**src/ring_mesh_triangle_index_generator_assert.svh**
```systemverilog
// assertion macros for the ring mesh triangle index generator
`ifndef RING_MESH_TRIANGLE_INDEX_GENERATOR_ASSERT_SVH
`define RING_MESH_TRIANGLE_INDEX_GENERATOR_ASSERT_SVH

// same-cycle implication, disabled while in reset
`define RMTIG_ASSERT_NOW(label, clk, rstn, ante, cons) \
    label: assert property (@(posedge clk) disable iff (!(rstn)) (ante) |-> (cons)) \
        else $error("rmtig assertion failed");

// next-cycle implication, disabled while in reset
`define RMTIG_ASSERT_NEXT(label, clk, rstn, ante, cons) \
    label: assert property (@(posedge clk) disable iff (!(rstn)) (ante) |=> (cons)) \
        else $error("rmtig assertion failed");

`endif

```
**src/rmtig_pkg.sv**
```systemverilog
// shared types and constants for the ring mesh triangle index generator
`timescale 1ns / 1ps

package rmtig_pkg;

    localparam int DEF_INDEX_BITS    = 16;
    localparam int DEF_SLICE_BITS    = 10;

    localparam int SLICE_COUNT_BITS  = 11;
    localparam int VERTEX_TOTAL_BITS = 16;
    localparam int CFG_DATA_BITS     = 16;
    localparam int CFG_INDEX_BITS    = 2;
    localparam int SECTION_BITS      = 2;

    localparam logic [CFG_INDEX_BITS-1:0] CFG_SLICE_COUNT  = 2'd0;
    localparam logic [CFG_INDEX_BITS-1:0] CFG_VERTEX_TOTAL = 2'd1;

    localparam logic [SLICE_COUNT_BITS-1:0]  SLICE_COUNT_RESET  = 11'd8;
    localparam logic [VERTEX_TOTAL_BITS-1:0] VERTEX_TOTAL_RESET = 16'd18;

    typedef enum logic [SECTION_BITS-1:0] {
        PH_BOTTOM = 2'd0,
        PH_SIDE   = 2'd1,
        PH_TOP    = 2'd2
    } phase_t;

endpackage

```
**src/ring_mesh_triangle_index_generator.sv**
```systemverilog
// the result is registered at the edge that accepts its request transaction
// throughput: one triangle per cycle while m_ready is high, set by the single output register stage
// the output register is refilled in the same cycle it is drained, so s_ready tracks m_ready
// reset: aresetn is synchronous, active low; it restores slice_count 8, vertex_total 18,
// the walk to the first bottom-fan triangle and empties the output register
`timescale 1ns / 1ps

`include "ring_mesh_triangle_index_generator_assert.svh"

module ring_mesh_triangle_index_generator #(
    parameter int INDEX_BITS = rmtig_pkg::DEF_INDEX_BITS,
    parameter int SLICE_BITS = rmtig_pkg::DEF_SLICE_BITS
) (
    input  logic                                  aclk,
    input  logic                                  aresetn,

    input  logic                                  cfg_valid,
    output logic                                  cfg_ready,
    input  logic [rmtig_pkg::CFG_INDEX_BITS-1:0]  cfg_index,
    input  logic [rmtig_pkg::CFG_DATA_BITS-1:0]   cfg_data,

    input  logic                                  s_valid,
    output logic                                  s_ready,
    input  logic                                  s_restart,

    output logic                                  m_valid,
    input  logic                                  m_ready,
    output logic [INDEX_BITS-1:0]                 m_index_a,
    output logic [INDEX_BITS-1:0]                 m_index_b,
    output logic [INDEX_BITS-1:0]                 m_index_c,
    output logic [rmtig_pkg::SECTION_BITS-1:0]    m_section,
    output logic                                  m_last
);

    // wide enough for the vertex count, a raised vertex count and any cursor value
    localparam int CW0 = (INDEX_BITS > rmtig_pkg::VERTEX_TOTAL_BITS + 1) ?
                         INDEX_BITS : rmtig_pkg::VERTEX_TOTAL_BITS + 1;
    localparam int CW  = (CW0 > SLICE_BITS + 2) ? CW0 : SLICE_BITS + 2;

    localparam logic [CW-1:0] SLICE_MAX = CW'(1) << SLICE_BITS;
    localparam logic [CW-1:0] SLICE_MIN = CW'(3);

    // configuration registers
    logic [rmtig_pkg::SLICE_COUNT_BITS-1:0]  slice_count_reg;
    logic [rmtig_pkg::VERTEX_TOTAL_BITS-1:0] vertex_total_reg;

    // walk state
    rmtig_pkg::phase_t       phase_reg, phase_next;
    logic [INDEX_BITS-1:0]   cursor_reg, cursor_next;
    logic [SLICE_BITS-1:0]   ring_pos_reg, ring_pos_next;
    logic                    second_half_reg, second_half_next;

    // output register
    logic                    m_valid_reg;
    logic [INDEX_BITS-1:0]   index_a_reg, index_a_next;
    logic [INDEX_BITS-1:0]   index_b_reg, index_b_next;
    logic [INDEX_BITS-1:0]   index_c_reg, index_c_next;
    rmtig_pkg::phase_t       section_reg, section_next;
    logic                    last_reg, last_next;

    logic                    s_fire;

    // effective state after an optional restart
    rmtig_pkg::phase_t       ph_cur;
    logic [INDEX_BITS-1:0]   cur_i;
    logic [SLICE_BITS-1:0]   rp_cur;
    logic                    sh_cur;

    logic [CW-1:0]           s_raw, s_eff, s_plus2, v_raw, v_eff, v_minus_s2, i_w;
    logic [INDEX_BITS-1:0]   s_idx, w_idx, cur_inc, top_pole;
    logic [SLICE_BITS-1:0]   rp_adv;
    logic                    rp_end, side_end, top_end;

    logic                    walk_at_start, first_bottom_out;

    assign cfg_ready = 1'b1;
    assign s_ready   = !m_valid_reg || m_ready;
    assign s_fire    = s_valid && s_ready;

    assign m_valid   = m_valid_reg;
    assign m_index_a = index_a_reg;
    assign m_index_b = index_b_reg;
    assign m_index_c = index_c_reg;
    assign m_section = section_reg;
    assign m_last    = last_reg;

    always_ff @(posedge aclk) begin
        if (!aresetn) begin
            slice_count_reg  <= rmtig_pkg::SLICE_COUNT_RESET;
            vertex_total_reg <= rmtig_pkg::VERTEX_TOTAL_RESET;
        end else if (cfg_valid) begin
            unique case (cfg_index)
                rmtig_pkg::CFG_SLICE_COUNT: begin
                    slice_count_reg <= cfg_data[rmtig_pkg::SLICE_COUNT_BITS-1:0];
                end
                rmtig_pkg::CFG_VERTEX_TOTAL: begin
                    vertex_total_reg <= cfg_data[rmtig_pkg::VERTEX_TOTAL_BITS-1:0];
                end
                default: begin
                end
            endcase
        end
    end

    // clamped ring size and vertex count
    always_comb begin
        s_raw = CW'(slice_count_reg);
        if (s_raw < SLICE_MIN) begin
            s_eff = SLICE_MIN;
        end else if (s_raw > SLICE_MAX) begin
            s_eff = SLICE_MAX;
        end else begin
            s_eff = s_raw;
        end
        s_plus2    = s_eff + CW'(2);
        v_raw      = CW'(vertex_total_reg);
        v_eff      = (v_raw < s_plus2) ? s_plus2 : v_raw;
        v_minus_s2 = v_eff - s_plus2;
    end

    always_comb begin
        if (s_restart) begin
            ph_cur = rmtig_pkg::PH_BOTTOM;
            cur_i  = INDEX_BITS'(1);
            rp_cur = '0;
            sh_cur = 1'b0;
        end else begin
            ph_cur = phase_reg;
            cur_i  = cursor_reg;
            rp_cur = ring_pos_reg;
            sh_cur = second_half_reg;
        end

        i_w      = CW'(cur_i);
        s_idx    = INDEX_BITS'(s_eff);
        // left neighbor, wrapping at the ring seam
        w_idx    = (rp_cur == '0) ? (cur_i + s_idx - INDEX_BITS'(1)) : (cur_i - INDEX_BITS'(1));
        cur_inc  = cur_i + INDEX_BITS'(1);
        top_pole = INDEX_BITS'(v_eff - CW'(1));
        rp_end   = CW'(rp_cur) >= (s_eff - CW'(1));
        rp_adv   = rp_end ? '0 : (rp_cur + SLICE_BITS'(1));
        side_end = i_w >= v_minus_s2;
        top_end  = i_w >= (v_eff - CW'(2));

        phase_next       = ph_cur;
        cursor_next      = cur_i;
        ring_pos_next    = rp_cur;
        second_half_next = sh_cur;
        last_next        = 1'b0;

        unique case (ph_cur)
            rmtig_pkg::PH_SIDE: begin
                section_next = rmtig_pkg::PH_SIDE;
                if (!sh_cur) begin
                    index_a_next     = cur_i;
                    index_b_next     = cur_i + s_idx;
                    index_c_next     = w_idx + s_idx;
                    second_half_next = 1'b1;
                end else begin
                    index_a_next     = w_idx;
                    index_b_next     = cur_i;
                    index_c_next     = w_idx + s_idx;
                    second_half_next = 1'b0;
                    if (side_end) begin
                        phase_next = rmtig_pkg::PH_TOP;
                    end
                    cursor_next   = cur_inc;
                    ring_pos_next = rp_adv;
                end
            end
            rmtig_pkg::PH_TOP: begin
                section_next = rmtig_pkg::PH_TOP;
                index_a_next = top_pole;
                index_b_next = w_idx;
                index_c_next = cur_i;
                if (top_end) begin
                    last_next        = 1'b1;
                    phase_next       = rmtig_pkg::PH_BOTTOM;
                    cursor_next      = INDEX_BITS'(1);
                    ring_pos_next    = '0;
                    second_half_next = 1'b0;
                end else begin
                    cursor_next   = cur_inc;
                    ring_pos_next = rp_adv;
                end
            end
            default: begin
                section_next = rmtig_pkg::PH_BOTTOM;
                index_a_next = '0;
                index_b_next = cur_i;
                index_c_next = w_idx;
                if (rp_end) begin
                    phase_next       = (v_minus_s2 == '0) ? rmtig_pkg::PH_TOP
                                                          : rmtig_pkg::PH_SIDE;
                    cursor_next      = INDEX_BITS'(1);
                    ring_pos_next    = '0;
                    second_half_next = 1'b0;
                end else begin
                    cursor_next   = cur_inc;
                    ring_pos_next = rp_adv;
                end
            end
        endcase
    end

    always_ff @(posedge aclk) begin
        if (!aresetn) begin
            phase_reg       <= rmtig_pkg::PH_BOTTOM;
            cursor_reg      <= INDEX_BITS'(1);
            ring_pos_reg    <= '0;
            second_half_reg <= 1'b0;
            m_valid_reg     <= 1'b0;
        end else begin
            if (s_fire) begin
                phase_reg       <= phase_next;
                cursor_reg      <= cursor_next;
                ring_pos_reg    <= ring_pos_next;
                second_half_reg <= second_half_next;
                m_valid_reg     <= 1'b1;
            end else if (m_ready) begin
                m_valid_reg     <= 1'b0;
            end
        end
    end

    // payload, no reset needed
    always_ff @(posedge aclk) begin
        if (s_fire) begin
            index_a_reg <= index_a_next;
            index_b_reg <= index_b_next;
            index_c_reg <= index_c_next;
            section_reg <= section_next;
            last_reg    <= last_next;
        end
    end

    assign walk_at_start    = phase_reg == rmtig_pkg::PH_BOTTOM && cursor_reg == INDEX_BITS'(1)
                              && ring_pos_reg == '0;
    assign first_bottom_out = m_valid && m_section == rmtig_pkg::PH_BOTTOM && m_index_a == '0
                              && m_index_b == INDEX_BITS'(1);

    `RMTIG_ASSERT_NOW(a_last_in_top, aclk, aresetn, m_valid && m_last, m_section == rmtig_pkg::PH_TOP)
    `RMTIG_ASSERT_NEXT(a_last_rewinds, aclk, aresetn, s_fire && last_next, walk_at_start)
    `RMTIG_ASSERT_NEXT(a_restart_first, aclk, aresetn, s_fire && s_restart, first_bottom_out)
    `RMTIG_ASSERT_NOW(a_ready_when_empty, aclk, aresetn, !m_valid, s_ready)

endmodule

```
**config.mk**
```make
export PLATFORM = sky130hd
export DESIGN_NAME = ring_mesh_triangle_index_generator
export DESIGN_NICKNAME = d
export VERILOG_FILES = /design/src/rmtig_pkg.sv /design/src/ring_mesh_triangle_index_generator.sv
export VERILOG_INCLUDE_DIRS = /design/src /design/src/src
export SDC_FILE = /design/constraint.sdc
export NUM_CORES = 1
export LEC_CHECK = 0
export ABC_AREA = 1
export BUFFER_PORTS_ARGS = -buffer_cell sky130_fd_sc_hd__buf_2
export CAP_MARGIN = 10
export CORE_ASPECT_RATIO = 1.1
export CORE_MARGIN = 2
export CORE_UTILIZATION = 40
export CTS_CLUSTER_SIZE = 10
export DETAILED_ROUTE_END_ITERATION = 16
export GPL_TIMING_DRIVEN = 0
export SYNTH_ARGS = -nofsm -noshare
export SYNTH_HDL_FRONTEND = slang
export SYNTH_SLANG_ARGS = --single-unit
```
**constraint.sdc**
```tcl
create_clock -name aclk -period 13.9 [get_ports aclk]
set_input_delay 2.78 -clock aclk [delete_from_list [all_inputs] [get_ports aclk]]
set_output_delay 2.78 -clock aclk [all_outputs]
set_load 0.005 [all_outputs]
```
Word-level counts from Yosys, hierarchy flattened

Index checks and enable logic that the tools add are counted.

Register bits: 108
Bits of input ports: 24
Output and inout port bits: 54
Word-level logic and storage cells: 77

Add/subtract/negate cells: 11
Order comparisons: 6
Equality and inequality tests: 3
Mux-type cells: 36
Reduce and logical (&&, ||, !) cells: 9

Operator list:

| cell                    | number |
|---|---|
| $pmux W16 S2            | 4 |
| $mux W16                | 7 |
| $mux W10                | 5 |
| $sub A16 B1 Y16 const B | 3 |
| $ge A16 B17 Y1          | 2 |
| $add A16 B16 Y16        | 2 |
| $mux W11                | 2 |
| $pmux W10 S2            | 1 |
| $add A17 B2 Y17 const B | 1 |
| $ge A10 B17 Y1          | 1 |
| $logic_not A17 Y1       | 1 |
| $lt A16 B17 Y1          | 1 |
| $mux W17                | 1 |
| $sub A17 B1 Y17 const B | 1 |
| $sub A17 B17 Y17        | 1 |
| $sub A17 B2 Y17 const B | 1 |
| $add A16 B1 Y16 const B | 1 |
| $mux W2                 | 6 |
| $gt A11 B11 Y1 const B  | 1 |
| $lt A11 B2 Y1 const B   | 1 |
| $add A10 B1 Y10 const B | 1 |
| $logic_not A10 Y1       | 1 |
| $pmux W2 S2             | 2 |
| $mux W1                 | 7 |
| 9 further kinds         | 11 |

Longest topological paths before layout

Gate-level depths: netlist of run 1.

Depth after elaboration: 11
Gate-level depth with buffers: 55
Gate-level depth less buffers: 54

Worst setup path before layout of run 1

No wires, ideal clock.

Path kind: input -> register
Start: input s_restart
End: register index_c_reg[14] (netlist: m_index_c[14]), data pin
Setup time: 0.276 ns
Arrival: 6.784 ns
Data required time: 13.624 ns
Slack: 6.839 ns
Stages: 28
Path buffers: 2
Cell sequence: buf_2 buf_2 nor2_1 inv_1 fa_1 o21ai_0 inv_1 ha_1 inv_1 nor3_1 xor2_1 inv_1 ha_1 nand2_1 nand2_1 a21oi_1 nor2_1 nor2_1 o21bai_1 a21oi_1 o21bai_1 nand2_1 nand2_1 nand2_1 nor2_1 nand3_1 nand3_1 a22oi_1

Longest elaborated chain between the ends: 6
Elaborated cells on any way between the ends: 12
Classes of those cells: add/sub: 4; eq/ne: 2; mux: 5; reduce/logical: 1

Ends and longest elaborated chain:

| element                    | RTL line                                                                             | source |
|---|---|---|
| start: declaration         | ring_mesh_triangle_index_generator.sv:24                                             | `input logic s_restart,` |
| $mux W16                   | ring_mesh_triangle_index_generator.sv:122                                            | `if (s_restart) begin` |
| $add A16 B16 Y16           | ring_mesh_triangle_index_generator.sv:137                                            | `w_idx = (rp_cur == '0) ? (cur_i + s_idx - INDEX_BITS'(1)) : (cur_i - INDEX_BITS'(1));` |
| $sub A16 B1 Y16            | ring_mesh_triangle_index_generator.sv:137                                            |  |
| $mux W16                   | ring_mesh_triangle_index_generator.sv:137                                            |  |
| $add A16 B16 Y16           | ring_mesh_triangle_index_generator.sv:157, ring_mesh_triangle_index_generator.sv:162 |  |
| $pmux W16 S2 *             | ring_mesh_triangle_index_generator.sv:151                                            | `unique case (ph_cur)` |
| named net index_c_next[14] | ring_mesh_triangle_index_generator.sv:57                                             | `logic [INDEX_BITS-1:0] index_c_reg, index_c_next;` |
| end signal: assignment     | ring_mesh_triangle_index_generator.sv:231                                            | `index_c_reg <= index_c_next;` |
| end: declaration           | ring_mesh_triangle_index_generator.sv:57                                             |  |

Mark *: on every way through the listed nets, which the timed path passes. The rest lies on a longest branch.
A chain may end at the register's enable or synchronous reset.

Worst setup path after layout of run 1

Start: input s_restart
End: register index_c_reg[15] (netlist: m_index_c[15]), data pin

Same word-level chain as after synthesis.

==> results of run 1 <==
cell type report:
class | instances | area, µm²
Sequential cell | 108 | 2670
Inverter | 241 | 905
Clock buffer | 10 | 239
Clock inverter | 6 | 47.5
Timing Repair Buffer | 75 | 375
Multi-Input combinational cell | 1269 | 7060
Fill cell | 2813 | 14800
Buffer | 62 | 283
Tap cell | 357 | 447
cell families after synthesis:
| logic type | after synthesis | share of synthesized area (%) |
|---|---|---|
| buffers and inverters | 303 | 10.8 |
| DFF | 108 | 24.5 |
| AOI/OAI and AO/OA | 378 | 19.3 |
| other | 1 | 0.0344 |
| and+or+nand+nor | 727 | 28.8 |
| xor gates and xnor gates | 62 | 5.05 |
| adders and majority gates | 99 | 11.6 |
how the worst min path moves through the flow:
stage,startpoint,endpoint,cells past startpoint
after global routing,ring_pos_reg[6]$_SDFFE_PN0P_,ring_pos_reg[6]$_SDFFE_PN0P_,2
after detailed placement,ring_pos_reg[8]$_SDFFE_PN0P_,ring_pos_reg[8]$_SDFFE_PN0P_,2
after floorplan,ring_pos_reg[4]$_SDFFE_PN0P_,ring_pos_reg[4]$_SDFFE_PN0P_,2
final,ring_pos_reg[8]$_SDFFE_PN0P_,ring_pos_reg[8]$_SDFFE_PN0P_,2
after CTS,ring_pos_reg[8]$_SDFFE_PN0P_,ring_pos_reg[8]$_SDFFE_PN0P_,2
after global placement,phase_reg[0]$_SDFFE_PN0P_,phase_reg[0]$_SDFFE_PN0P_,2
synth_stat cells, drive strengths merged, types with 7 or more instances:
cell      n
nand2   377
inv     240
nor2    185
o21ai   151
a21oi   141
nand3   109
ha       96
dfxtp    57
edfxtp   51
xor2     51
clkbuf   40
a31oi    23
buf      22
nor3     22
nand4    19
o21bai   15
xnor2    11
a41oi    10
o22ai     7
worst min-delay path: stages (launching register included):
cell	delay (ps)
dfxtp_1	320
nand2_1	60
a21oi_1	50
per-stage QoR:
step / area, µm² / util, % / hold WS, ps / total power [mW]
6_report: 12000 / 44.8 / 468 / 1.20
5_1_grt: 12000 / 44.8 / 489 / 1.28
4_1_cts: 12000 / 44.8 / 471 / 1.19
3_5_place_dp: 11700 / 43.7 / 458 / 0.926
3_3_place_gp: 11700 / 43.7 / 454 / 0.921
2_1_floorplan: 10900 / - / 445 / 0.763
per-layer routing:
metal	wire length, µm	up-vias	track usage (%)
met5	0	-	0
met4	2180	0	13.7
met3	3170	101	4.08
met2	18500	538	47.5
met1	17800	5382	38.0
li1	-	5741	-
report_power, final:
group / internal, mW / switching [mW]
registers: 0.365 / 0.0110
logic: 0.177 / 0.381
clock network: 0.129 / 0.139
==> impl.org, run 1 <==
** Placement
- GPL Wtd Cong :: 0.997
- Input and output buffers added on the ports amount to 75.
- Total instance count after detailed placement :: 2112
- Post-DP HPWL :: 32.9 mm
- OpenSTA, run right after detailed placement, puts the worst setup slack at 5120 ps.

** Yosys
- Sequential cells were found to cover 24.5% of the synthesized design area.
- In the post-synthesis netlist, the biggest area contributors are edfxtp_1 (14%), nand2_1 (12%), ha_1 (11%).
- Count of cell types in the netlist :: 54
- Fraction of registers with async set/reset :: 0%
- The synthesized design contains 51 enable-type register cells.
- Post-synthesis sequential element count :: 108
- Number of instances in the synthesized netlist :: 1678
- Per-instance average area after synthesis :: 6.50 µm²
- Count of warnings emitted by yosys :: 0
- Area leader, netlist :: edfxtp_1
- The most used flip-flop cell after synthesis is dfxtp_1.
- After synthesis, the largest area contributor takes up 14.0% of total cell area.
- Summed instance area of the synthesized netlist :: 10900 µm²

** Drt
- DRC violations left :: 0
- The detail route stage leaves a number of antenna-violating nets equal to 0.
- The first detailed-routing pass ran for 6 iterations.
- After detailed routing, the total wire length is 41.7 mm.
- Per-cell routed wire length :: 19.6 µm
- Summing over every cut layer, the via total after detailed routing is 11800.
- Vias per Instance :: 5.53
- In this run, the number of DRC markers left after iteration 0 of detailed routing was 1127.

** Setup path
- Largest fanout on the critical path :: 10
- Reg-to-reg slack, setup :: 6470 ps
- End of the critical path :: m_index_c[15]$_DFFE_PP_
- The critical path starts at s_restart.
- The largest individual stage delay along the critical path comes from the cell nor2_1.
- Element type at the critical path end :: flip-flop
- The endpoint identified for the worst register-to-register timing path is phase_reg[0]$_SDFFE_PN0P_.
- R2R cell count :: 53
- The worst setup path is of the input port to flip-flop kind.
- Worst endpoint data arrival time :: 8710 ps
- The most numerous cell type found on the critical path is nand2_1.
- Counting both buffers and inverters, the worst setup path holds a total of 6.
- STA classifies the critical path startpoint as an input port.
- STA puts the critical path data required time at 14030 ps.
- Grouping stages by cell kind, the critical path spends the most delay in simple AND/OR/NAND/NOR gates.
- Cell depth of the worst setup path :: 29
- The worst register-to-register path begins at slice_count_reg[2]$_SDFFE_PN0P_.
- On the worst path, the slowest cell contributes a delay of 730 ps.

** Status
- Result of the run :: complete, no violations

** Clocking
- Post-CTS timing repair inserted 0 buffers for setup.
- Clk Latency, worst-skew pair :: 380 ps
- Number of gates resized after CTS :: 0
- Max Root-Sink Buffers :: 2
- Hold buffer count at CTS :: 0
- Clock-pin slew was measured on the worst setup and hold paths at 90 ps.
- CTS sink count :: 108
- Counting the buffers created by CTS gives 9.
- Max H-tree Level :: 3
- TritonCTS built the clock tree.
- Clock root cell :: clkbuf_16

** STA
- Setup repair after global routing left no endpoint under its margin.
- The hold violation count in the final report is 0.
- Setup violations remaining at the end of the flow were counted as 0.
- The final max-slew violation count came to 0.
- Share of the clock period used by the worst path after layout :: 61.7%
- Slew margin rel. :: 25.0%
- Setup slack on the critical path of the routed design comes to 5320 ps.
- Top achievable clock speed :: 117 MHz
- Min cycle time layout :: 8580 ps
- At the pin with the least slew margin, the transition time is 1120 ps.
- On the final layout, the worst clock skew is 15.7 ps.
- Post-Route Setup TNS :: 0 ps

** Pwr
- For this design the ratio of total power to cell area is 99.8 nW/µm².
- Maximum VDD drop :: 0.0000493 V
- For this design the static power due to leakage is 5.54 nW.

** Floorplan
- Starting Density :: 40.6%
- In this run the count of I/O pins placed on the die edge is 78.
- Die Area :: 28600 µm²
- Die height :: 177 µm
- Placement Rows :: 63
- Die width :: 161 µm
- Total core area :: 26900 µm²

** Cells and area
- Layout cells sized above 1 :: 9.09%
- Most common cell after layout, fill and taps aside :: nand2_1
- Inserted Diodes :: 0
- Layout area overhead :: 10.3%
- Leaving out filler cells and counting taps, the final layout contains 2128.
- Final-stage net count :: 1889
- The top cell types in the final layout, fill and taps aside, are nand2_1 (355), inv_1 (233), nor2_1 (173).

** Worst hold path
- Min-Delay Path Class :: flip-flop to flip-flop

** Global routing
- Antenna violations before repair :: 0
- Global route overflow :: 0
- The number of global-route vias before repair is 10900.
- The first global-routing pass estimated 62.9 mm of wire.
- Entering global routing, the biggest net connects 61 pins.
- All-Layer GR Usage :: 29.1%

** Job
- Across the run, the number of max-cap violations was 0.
No activity file was read; power rests on OpenSTA's default activity.
==> run 2: changes to the inputs <==
--- a/config.mk
+++ b/config.mk
@@ -6,7 +6,7 @@
 export SDC_FILE = /design/constraint.sdc
 export NUM_CORES = 1
 export LEC_CHECK = 0
-export ABC_AREA = 1
+export ABC_AREA = 0
 export BUFFER_PORTS_ARGS = -buffer_cell sky130_fd_sc_hd__buf_2
 export CAP_MARGIN = 10
 export CORE_ASPECT_RATIO = 1.1
==> constraint.sdc (replaced) <==
create_clock -name aclk -period 8.96 [get_ports aclk]
set_input_delay 1.792 -clock aclk [delete_from_list [all_inputs] [get_ports aclk]]
set_output_delay 1.792 -clock aclk [all_outputs]
set_load 0.005 [all_outputs]
==> run 2 against run 1 <==
Compared with the run above: core utilization is 0.18 points higher; first-iteration DRC count up 0.89%; die area fell by 1.1%; via count is 5.4% lower; count of clock-buffer cells in the layout rose by 4; clock skew decreased by 1.9 ps; hold slack better by 18 ps; combinational power up 11%; synthesized cell count decreased by 17%; total power rose by 34%; highest routed layer unchanged.
==> impl.org, run 2 <==
** Placement
- The number of input and output port buffers inserted came to 75 (unchanged).
- Worst-case setup slack after placement :: -1020 ps (-6140 ps)
- Post-DP HPWL :: 32.8 mm (-0.11%)
- The routability-driven placement congestion ratio is 1.00 (+0.70%).

** Yosys
- Number of enable-type register cells in the synthesized netlist :: 51 (unchanged)
- The fraction of post-synthesis cell area in the top cell type by area came to 14.2% (+0.16 points).
- For this run, the leading register cell type out of synthesis is dfxtp_1.
- Count of warnings emitted by yosys :: 0 (unchanged)
- Sequential element share of the synthesized area :: 24.8% (+0.27 points)
- Most frequent cells after synthesis :: nor2_1 (158), nand2_1 (130), a21oi_1 (114)
- Post-synthesis sequential element count :: 108 (unchanged)
- Count of cell types in the netlist :: 94 (+74%)
- The synthesized design spends more area on one cell type than any other, namely edfxtp_1.
- Summed instance area of the synthesized netlist :: 10800 µm² (-1.1%)
- Sorting the synthesized cells by area gives the leading types as edfxtp_1 (14%), ha_1 (11%), dfxtp_1 (11%).
- Number of instances in the synthesized netlist :: 1390 (-17%)
- Most frequent cell after synthesis :: nor2_1
- Fraction of registers with async set/reset :: 0% (unchanged)
- Per-instance average area after synthesis :: 7.76 µm² (+19%)

** Global routing
- All-Layer GR Usage :: 29.2% (+0.061 points)
- Via count of the first global-routing pass :: 10300 (-4.9%)
- The number of antenna violations at the first check in global routing is 0 (unchanged).
- Global route overflow :: 0 (unchanged)
- The maximum number of pins on one net before global-route repair came to 61 (unchanged).
- Wire length of the first global-routing pass :: 62.6 mm (-0.46%)

** Floorplan
- Total core area :: 26700 µm² (-0.59%)
- Die height :: 176 µm (-0.54%)
- Placement Rows :: 63 (unchanged)
- The die footprint was 28300 µm² (-1.1%).
- The starting density of the core is 40.4% (-0.21 points).
- The die boundary width was 161 µm (-0.54%).
- # IOs :: 78 (unchanged)

** Drt
- Detailed-route via count :: 11100 (-5.4%)
- Post-route antenna net violation count :: 0 (unchanged)
- The count of routing violations after the opening detailed-route iteration came to 1137 (+0.89%).
- The count of TritonRoute iterations in the first routing pass came to 6 (unchanged).
- The total DRC errors in the routed layout was 0 (unchanged).
- Wire length reported by the detailed router :: 41.6 mm (about the same)
- Vias per Instance :: 6.04 (+9.3%)
- The average wire per standard cell came to 22.6 µm (+16%).

** Setup path
- Reg-to-reg slack, setup :: 520 ps (-5950 ps)
- Worst Path Required :: 9080 ps (-4950 ps)
- Buffers plus inverters on the worst setup path :: 5 (-1)
- Sort of element at the start of the critical path :: input port
- The cell that appears most often on the critical path is clkbuf_1.
- The critical path is of the input port to flip-flop type.
- The critical-path maximum fanout is 10 (unchanged).
- Worst endpoint data arrival time :: 8900 ps (+190 ps)
- Worst reg2reg startpoint :: slice_count_reg[3]$_SDFFE_PN1P_
- Kind of cell adding the most delay to the critical path :: buffers and inverters
- Among all stages on the critical path, the largest delay is contributed by clkbuf_1.
- The worst register-to-register path ends at phase_reg[0]$_SDFFE_PN0P_.
- R2R cell count :: 42 (-21%)
- Element type at the critical path end :: flip-flop
- Cell-by-cell trace of the critical path :: clkbuf_1 > clkbuf_1 > buf_1 > clkbuf_1 > nor2_1 > ha_1 > o21ai_1 > or2_2 > a41o_1 > or3b_2 > nor3_1 > xnor2_1 > o21ai_0 > inv_1 > ha_1 > nand3_1 > o31ai_1 > o21a_1 > o21ai_0 > nand2b_1 > nand3_2 > mux2_1 > a221o_1
- The largest incremental delay on the critical path is 620 ps (-110 ps).

** STA
- The worst relative slew slack was 30.3% (+5.3 points).
- Number of slew-limit violations in the final report :: 0 (unchanged)
- Slew @ Worst Pin :: 1030 ps (-86.5 ps)
- The smallest setup slack after layout came to 181 ps (-5140 ps).
- The hold violation count in the final report came to 0 (unchanged).
- The total negative slack for setup checks was 0 ps (unchanged).
- The number of setup violations in the final report came to 0 (unchanged).
- The worst path needs 8780 ps of the cycle, external delays included.
- Share of the clock period used by the worst path after layout :: 98.0%
- The maximum clock skew at final layout is 13.8 ps (-1.89 ps).
- Top achievable clock speed :: 114 MHz

** Cells and area
- The layout net count is 1602 (-15%).
- Leaving out fill and tap cells, the most frequent cell in the layout is nor2_1.
- Layout area overhead :: 11.3%
- Layout cells sized above 1 :: 10.5% (+1.4 points)
- The number of inserted filler cells in the final layout came to 2756 (-2.0%).
- Inserted Diodes :: 0 (unchanged)
- The library cells used most frequently in the layout, excluding fill and tap cells, are nor2_1 (158), nand2_1 (130), a21oi_1 (112).

** Worst hold path
- Min-Delay Endpoint :: cursor_reg[6]$_SDFFE_PN0P_
- In this run the most critical hold path is launched from cursor_reg[6]$_SDFFE_PN0P_.
- Min-Delay Path Class :: flip-flop to flip-flop
- The number of cells traversed by the worst hold path is 2 (unchanged).

** Clocking
- The clock-pin transition on the worst setup and hold timing paths was 80 ps (about the same).
- The clock insertion delay at the later pin of the skew report came to 370 ps (about the same).
- CTS sink count :: 108 (unchanged)
- The deepest level of the CTS H-tree is 3 (unchanged).
- The number of hold buffers added after cts is 0 (unchanged).
- Clock root cell :: clkbuf_16
- CTS tree :: yes
- The buffer levels on the longest clock path came to 2 (unchanged).
- Inserted Clock Buffers :: 9 (unchanged)

** Pwr
- The proportion of power drawn by the clock network is 26.3% (+4.0 points).
- The power per cell area was 134 nW/µm² (+34%).
- Pint :: 0.997 mW (+49%)
- Net switching fraction of the power :: 38.0% (-6.2 points)
- The power share of the sequential group came to 35.1% (+3.8 points).
- The leakage power figure was 4.87 nW (-12%).
- The maximum vdd drop is 0.0000750 V (+52%).
- The relative contribution of combinational cells to total power was 38.6% (-7.8 points).
- Sw Pwr :: 0.610 mW (+15%)

** Job
- The max capacitance violation total came to 0 (unchanged).

** Status
- Result of the run :: complete, no violations
run 2: cell count changes in the layout (fill, tap and decap cells not counted), moves of 33 or more:
cell     previous run  this run
inv_1             233        72
nand2_1           355       130
nand3_1           105        35
nor2b_1             0        33
o21ai_0           144        74
xnor2_1            10        57
run 2: area by class of cell:
cell class                      count  area, µm²  share of cell area, %
Clock inverter                      2       15.0                  0.125
Tap cell                          357        447                   3.72
Sequential cell                   108       2670                   22.3
Clock buffer                       14        287                   2.39
Inverter                           74        280                   2.33
Timing Repair Buffer               76        383                   3.19
Multi-Input combinational cell   1129       7600                   63.2
Buffer                             81        330                   2.75
run 2: worst max path at each step:
stage	end	cells after the start	start	slack, ps
3_3_place_gp	phase_reg[0]$_SDFFE_PN0P_	38	slice_count_reg[3]$_SDFFE_PN1P_	-1010
5_1_grt	phase_reg[0]$_SDFFE_PN0P_	42	slice_count_reg[3]$_SDFFE_PN1P_	-7
6_report	m_index_c[13]$_DFFE_PP_	23	s_restart	180
2_1_floorplan	phase_reg[0]$_SDFFE_PN0P_	39	slice_count_reg[3]$_SDFFE_PN1P_	1070
3_5_place_dp	phase_reg[0]$_SDFFE_PN0P_	39	slice_count_reg[3]$_SDFFE_PN1P_	-1020
4_1_cts	phase_reg[0]$_SDFFE_PN0P_	40	slice_count_reg[3]$_SDFFE_PN1P_	40
run 2: power by group through the flow:
stage	Sequential, mW	Combinational, mW	Clock (mW)
5_1_grt	0.567	0.678	0.444
3_5_place_dp	0.575	0.594	0
6_report	0.564	0.620	0.422
2_1_floorplan	0.574	0.412	0
4_1_cts	0.564	0.600	0.430
3_3_place_gp	0.575	0.589	0
run 2: cells by family after synthesis:
group	Yosys count	synth area share, %
xor+xnor	87	7.23
mux	24	2.40
buf+inv	155	5.55
fa+ha+maj	100	11.8
simple gates	508	23.1
flops	108	24.8
compound gates	407	25.1
other cells	1	0.0347
run 2: what timing repair did:
action                     4_1_cts  5_1_grt
setup buffers                    1        0
gates resized for setup          7       16
setup endpoints to repair       29       29
pin swaps                        1        0
run 2: routing by layer:
layer | share of wire [%] | vias up | track usage (%)
li1 | - | 5271 | -
met1 | 44 | 5256 | 39.1
met2 | 44 | 518 | 46.7
met3 | 7.7 | 80 | 4.11
met4 | 4.6 | 0 | 13.2
met5 | 0 | - | 0
run 2: tightest hold or removal path, delay by kind of cell, from the launching register on:
kind / cells / cell delay, ps
flip-flops: 1 / 330
AO/OA/AOI/OAI: 1 / 60
AND/OR/NAND/NOR: 1 / 60
run 2: metrics by stage:
stage	cells	power, mW	util [%]	hold WS, ps	cell area (µm²)
final	1841	1.61	44.9	486	12000
after global routing	1841	1.69	44.9	494	12000
after CTS	1841	1.59	44.7	483	11900
after detailed placement	1824	1.17	43.5	471	11600
after global placement	1824	1.16	43.5	465	11600
after floorplan	1392	0.986	-	445	10800
==> run 3: changes to the inputs <==
--- a/config.mk
+++ b/config.mk
@@ -11,10 +11,11 @@
 export CAP_MARGIN = 10
 export CORE_ASPECT_RATIO = 1.1
 export CORE_MARGIN = 2
-export CORE_UTILIZATION = 40
+export CORE_UTILIZATION = 60
 export CTS_CLUSTER_SIZE = 10
 export DETAILED_ROUTE_END_ITERATION = 16
 export GPL_TIMING_DRIVEN = 0
+export PLACE_DENSITY = 0.79
 export SYNTH_ARGS = -nofsm -noshare
 export SYNTH_HDL_FRONTEND = slang
 export SYNTH_SLANG_ARGS = --single-unit
==> run 3 against run 2 <==
Compared with the run above: clock power down 5%; combinational power decreased by 0.8%; register-to-register slack got worse by 120 ps; non-clock buffer count rose by 1; fmax grew 2.5%; global-route usage is 12 points higher; die area down 33%; sequential cell count is the same; total power shrank 1.7%; wire length down 5.4%; cell area decreased by 1.4%; critical endpoint is now cursor_reg[7]$_SDFFE_PN0P_; largest cell class unchanged.
==> impl.org, run 3 (synthesis results as in run 2) <==
** Cells and area
- Layout cells sized above 1 :: 10.6% (+0.13 points)
- Total of fill cells in the finished design :: 1565 (-43%)
- Area occupied by registers :: 2670 µm² (unchanged)
- Highest-count cells in the layout ignoring fill and taps :: nor2_1 (158), nand2_1 (130), a21oi_1 (111)
- Most common cell after layout, fill and taps aside :: nor2_1
- The area occupied by multi-input gates was 7580 µm² (-0.16%).
- Inserted Diodes :: 0 (unchanged)
- Relative to the synthesized area, the layout overhead comes to 9.79%.
- The layout net count was 1603 (+0.062%).

** Clocking
- The number of hold buffers added after cts was 0 (unchanged).
- Max H-tree Level :: 3 (unchanged)
- The tree is rooted in a clkbuf_16.
- The clock-pin transition on the worst setup and hold timing paths is 80 ps (about the same).
- The buffer levels on the longest clock path was 2 (unchanged).
- Inserted Clock Buffers :: 9 (unchanged)
- CTS tree :: yes
- Clk Latency, worst-skew pair :: 380 ps (about the same)
- CTS sink count :: 108 (unchanged)

** Drt
- The total DRC errors in the routed layout came to 0 (unchanged).
- Detailed-route via count :: 11500 (+3.4%)
- Vias per Instance :: 6.68 (+10%)
- The count of TritonRoute iterations in the first routing pass came to 11 (+5).
- The number of nets with antenna violations after routing came to 0 (unchanged).
- Wire length reported by the detailed router :: 39.4 mm (-5.4%)
- The average wire per standard cell came to 22.9 µm (+1.1%).
- Starting DRC count in detailed routing :: 1569 (+38%)

** Setup path
- Among the stages of the critical path, the cell type that occurs most often is nor2_1.
- The critical-path maximum fanout is 10 (unchanged).
- The worst setup path is captured at a flip-flop.
- Largest stage delay on the critical path :: 640 ps (+20 ps)
- The slowest stage of the critical path belongs to the cell or4_1.
- Start-to-end type of the worst setup path :: flip-flop to flip-flop
- Sort of element at the start of the critical path :: flip-flop
- Worst reg2reg startpoint :: slice_count_reg[3]$_SDFFE_PN1P_
- R2R cell count :: 37 (-12%)
- Worst Path Required :: 9230 ps (+150 ps)
- Setup crit start :: slice_count_reg[3]$_SDFFE_PN1P_
- Worst endpoint data arrival time :: 8830 ps (-70 ps)

** Global routing
- All-Layer GR Usage :: 40.8% (+12 points)
- The total grt overflow came to 0 (unchanged).
- Wire length of the first global-routing pass :: 59.2 mm (-5.5%)
- The number of antenna violations at the first check in global routing came to 0 (unchanged).
- Maximum number of pins on one net before global-route repair :: 44 (-28%)
- The number of global-route vias before repair came to 10400 (+1.1%).

** STA
- Top achievable clock speed :: 117 MHz (+2.5%)
- The final max-slew violation count came to 0 (unchanged).
- Slew margin rel. :: 31.8% (+1.4 points)
- The worst hold slack is 507 ps (+21.1 ps).
- Total of endpoints with negative setup slack in the final report :: 0 (unchanged)
- Share of the clock period used by the worst path after layout :: 95.6% (-2.4 points)
- Slew @ Worst Pin :: 1020 ps (-14.5 ps)
- Clock Skew :: 23.2 ps (+9.36 ps)
- The hold violation count in the final report was 0 (unchanged).
- The minimum clock period after layout was 8560 ps (-218 ps).

** Pwr
- Leakage :: 4.86 nW (-0.20%)
- Maximum VDD drop :: 0.0000962 V (+28%)
- The power per cell area was 133 nW/µm² (-0.31%).
- The power consumption came to 1.58 mW (-1.7%).

** Floorplan
- The die extent in y came to 145 µm (-18%).
- Starting Density :: 61.1% (+21 points)
- The die footprint was 19100 µm² (-33%).
- # IOs :: 78 (unchanged)
- Placement Rows :: 51 (-19%)
- The core area is 17700 µm² (-34%).
- Die width :: 132 µm (-18%)

** Job
- The max capacitance violation total is 0 (unchanged).

** Placement
- The detailed-placement wirelength estimate came to 30.7 mm (-6.5%).
- GPL Wtd Cong :: 1.05 (+4.8%)
- The number of input and output port buffers inserted is 75 (unchanged).

** Worst hold path
- Hold-critical path depth :: 2 (unchanged)
- In this run the worst hold path is classified as flip-flop to flip-flop.
- Startpoint of the most critical hold path :: vertex_total_reg[0]$_SDFFE_PN0P_

** Status
- Result of the run :: complete, no violations
==> run 3: what timing repair did <==
action,CTS,global route
pin swaps,1,0
setup endpoints to repair,26,27
gates resized for setup,6,20
endpoints found under the hold margin,0,0
cloned,0,0
setup buffers,1,0
==> run 3: worst paths after layout <==
path | end | slack (ps)
worst max-delay path | cursor_reg[7]$_SDFFE_PN0P_ | 400
worst max register to register | cursor_reg[7]$_SDFFE_PN0P_ | 400
worst min-delay path | vertex_total_reg[0]$_SDFFE_PN0P_ | 510
worst min register to register | vertex_total_reg[0]$_SDFFE_PN0P_ | 510
==> run 3: metrics by stage <==
| stage | TNS (ps) | std cells | setup slack, ps | cell area (µm²) | utilization, % |
|---|---|---|---|---|---|
| after CTS | 0 | 1723 | 9.01 | 11800 | 66.7 |
| final | 0 | 1723 | 399 | 11800 | 67.0 |
| after global placement | -7650 | 1705 | -817 | 11500 | 64.9 |
| after global routing | -40.0 | 1723 | -40.0 | 11800 | 67.0 |
| after floorplan | 0 | 1392 | 1070 | 10800 | - |
| after detailed placement | -7800 | 1706 | -790 | 11500 | 65.0 |
==> run 3: final cells by class <==
| class | instances | area share (%) |
|---|---|---|
| clock inverter | 7 | 0.444 |
| timing repair buffer | 77 | 3.40 |
| buffer | 81 | 2.81 |
| sequential | 108 | 22.6 |
| tap | 238 | 2.51 |
| inverter | 74 | 2.37 |
| clock buffer | 9 | 1.90 |
| multi-input combinational | 1129 | 64.0 |
==> run 3: layer usage <==
metal / part of all wire [%] / wire [µm] / GRT usage (%)
met1: 39 / 15400 / 52.2
met2: 43 / 16800 / 63.7
met3: 11 / 4280 / 7.70
met4: 7.3 / 2870 / 26.1
met5: 0 / 0 / 0
==> run 3: where the power goes <==
| group | internal (mW) | switching, mW |
|---|---|---|
| sequential | 0.548 | 0.0142 |
| clock | 0.191 | 0.212 |
| combinational | 0.225 | 0.390 |
| total | 0.964 | 0.616 |
==> run 3: worst max-delay path: cells and delay by family (launching register included) <==
kind	cells	cell delay, ps
adders and majority gates	4	1110
and+or+nand+nor	13	3040
buffers and inverters	8	1410
AOI/OAI and AO/OA	11	2410
xor gates and xnor gates	1	160
DFF	1	300
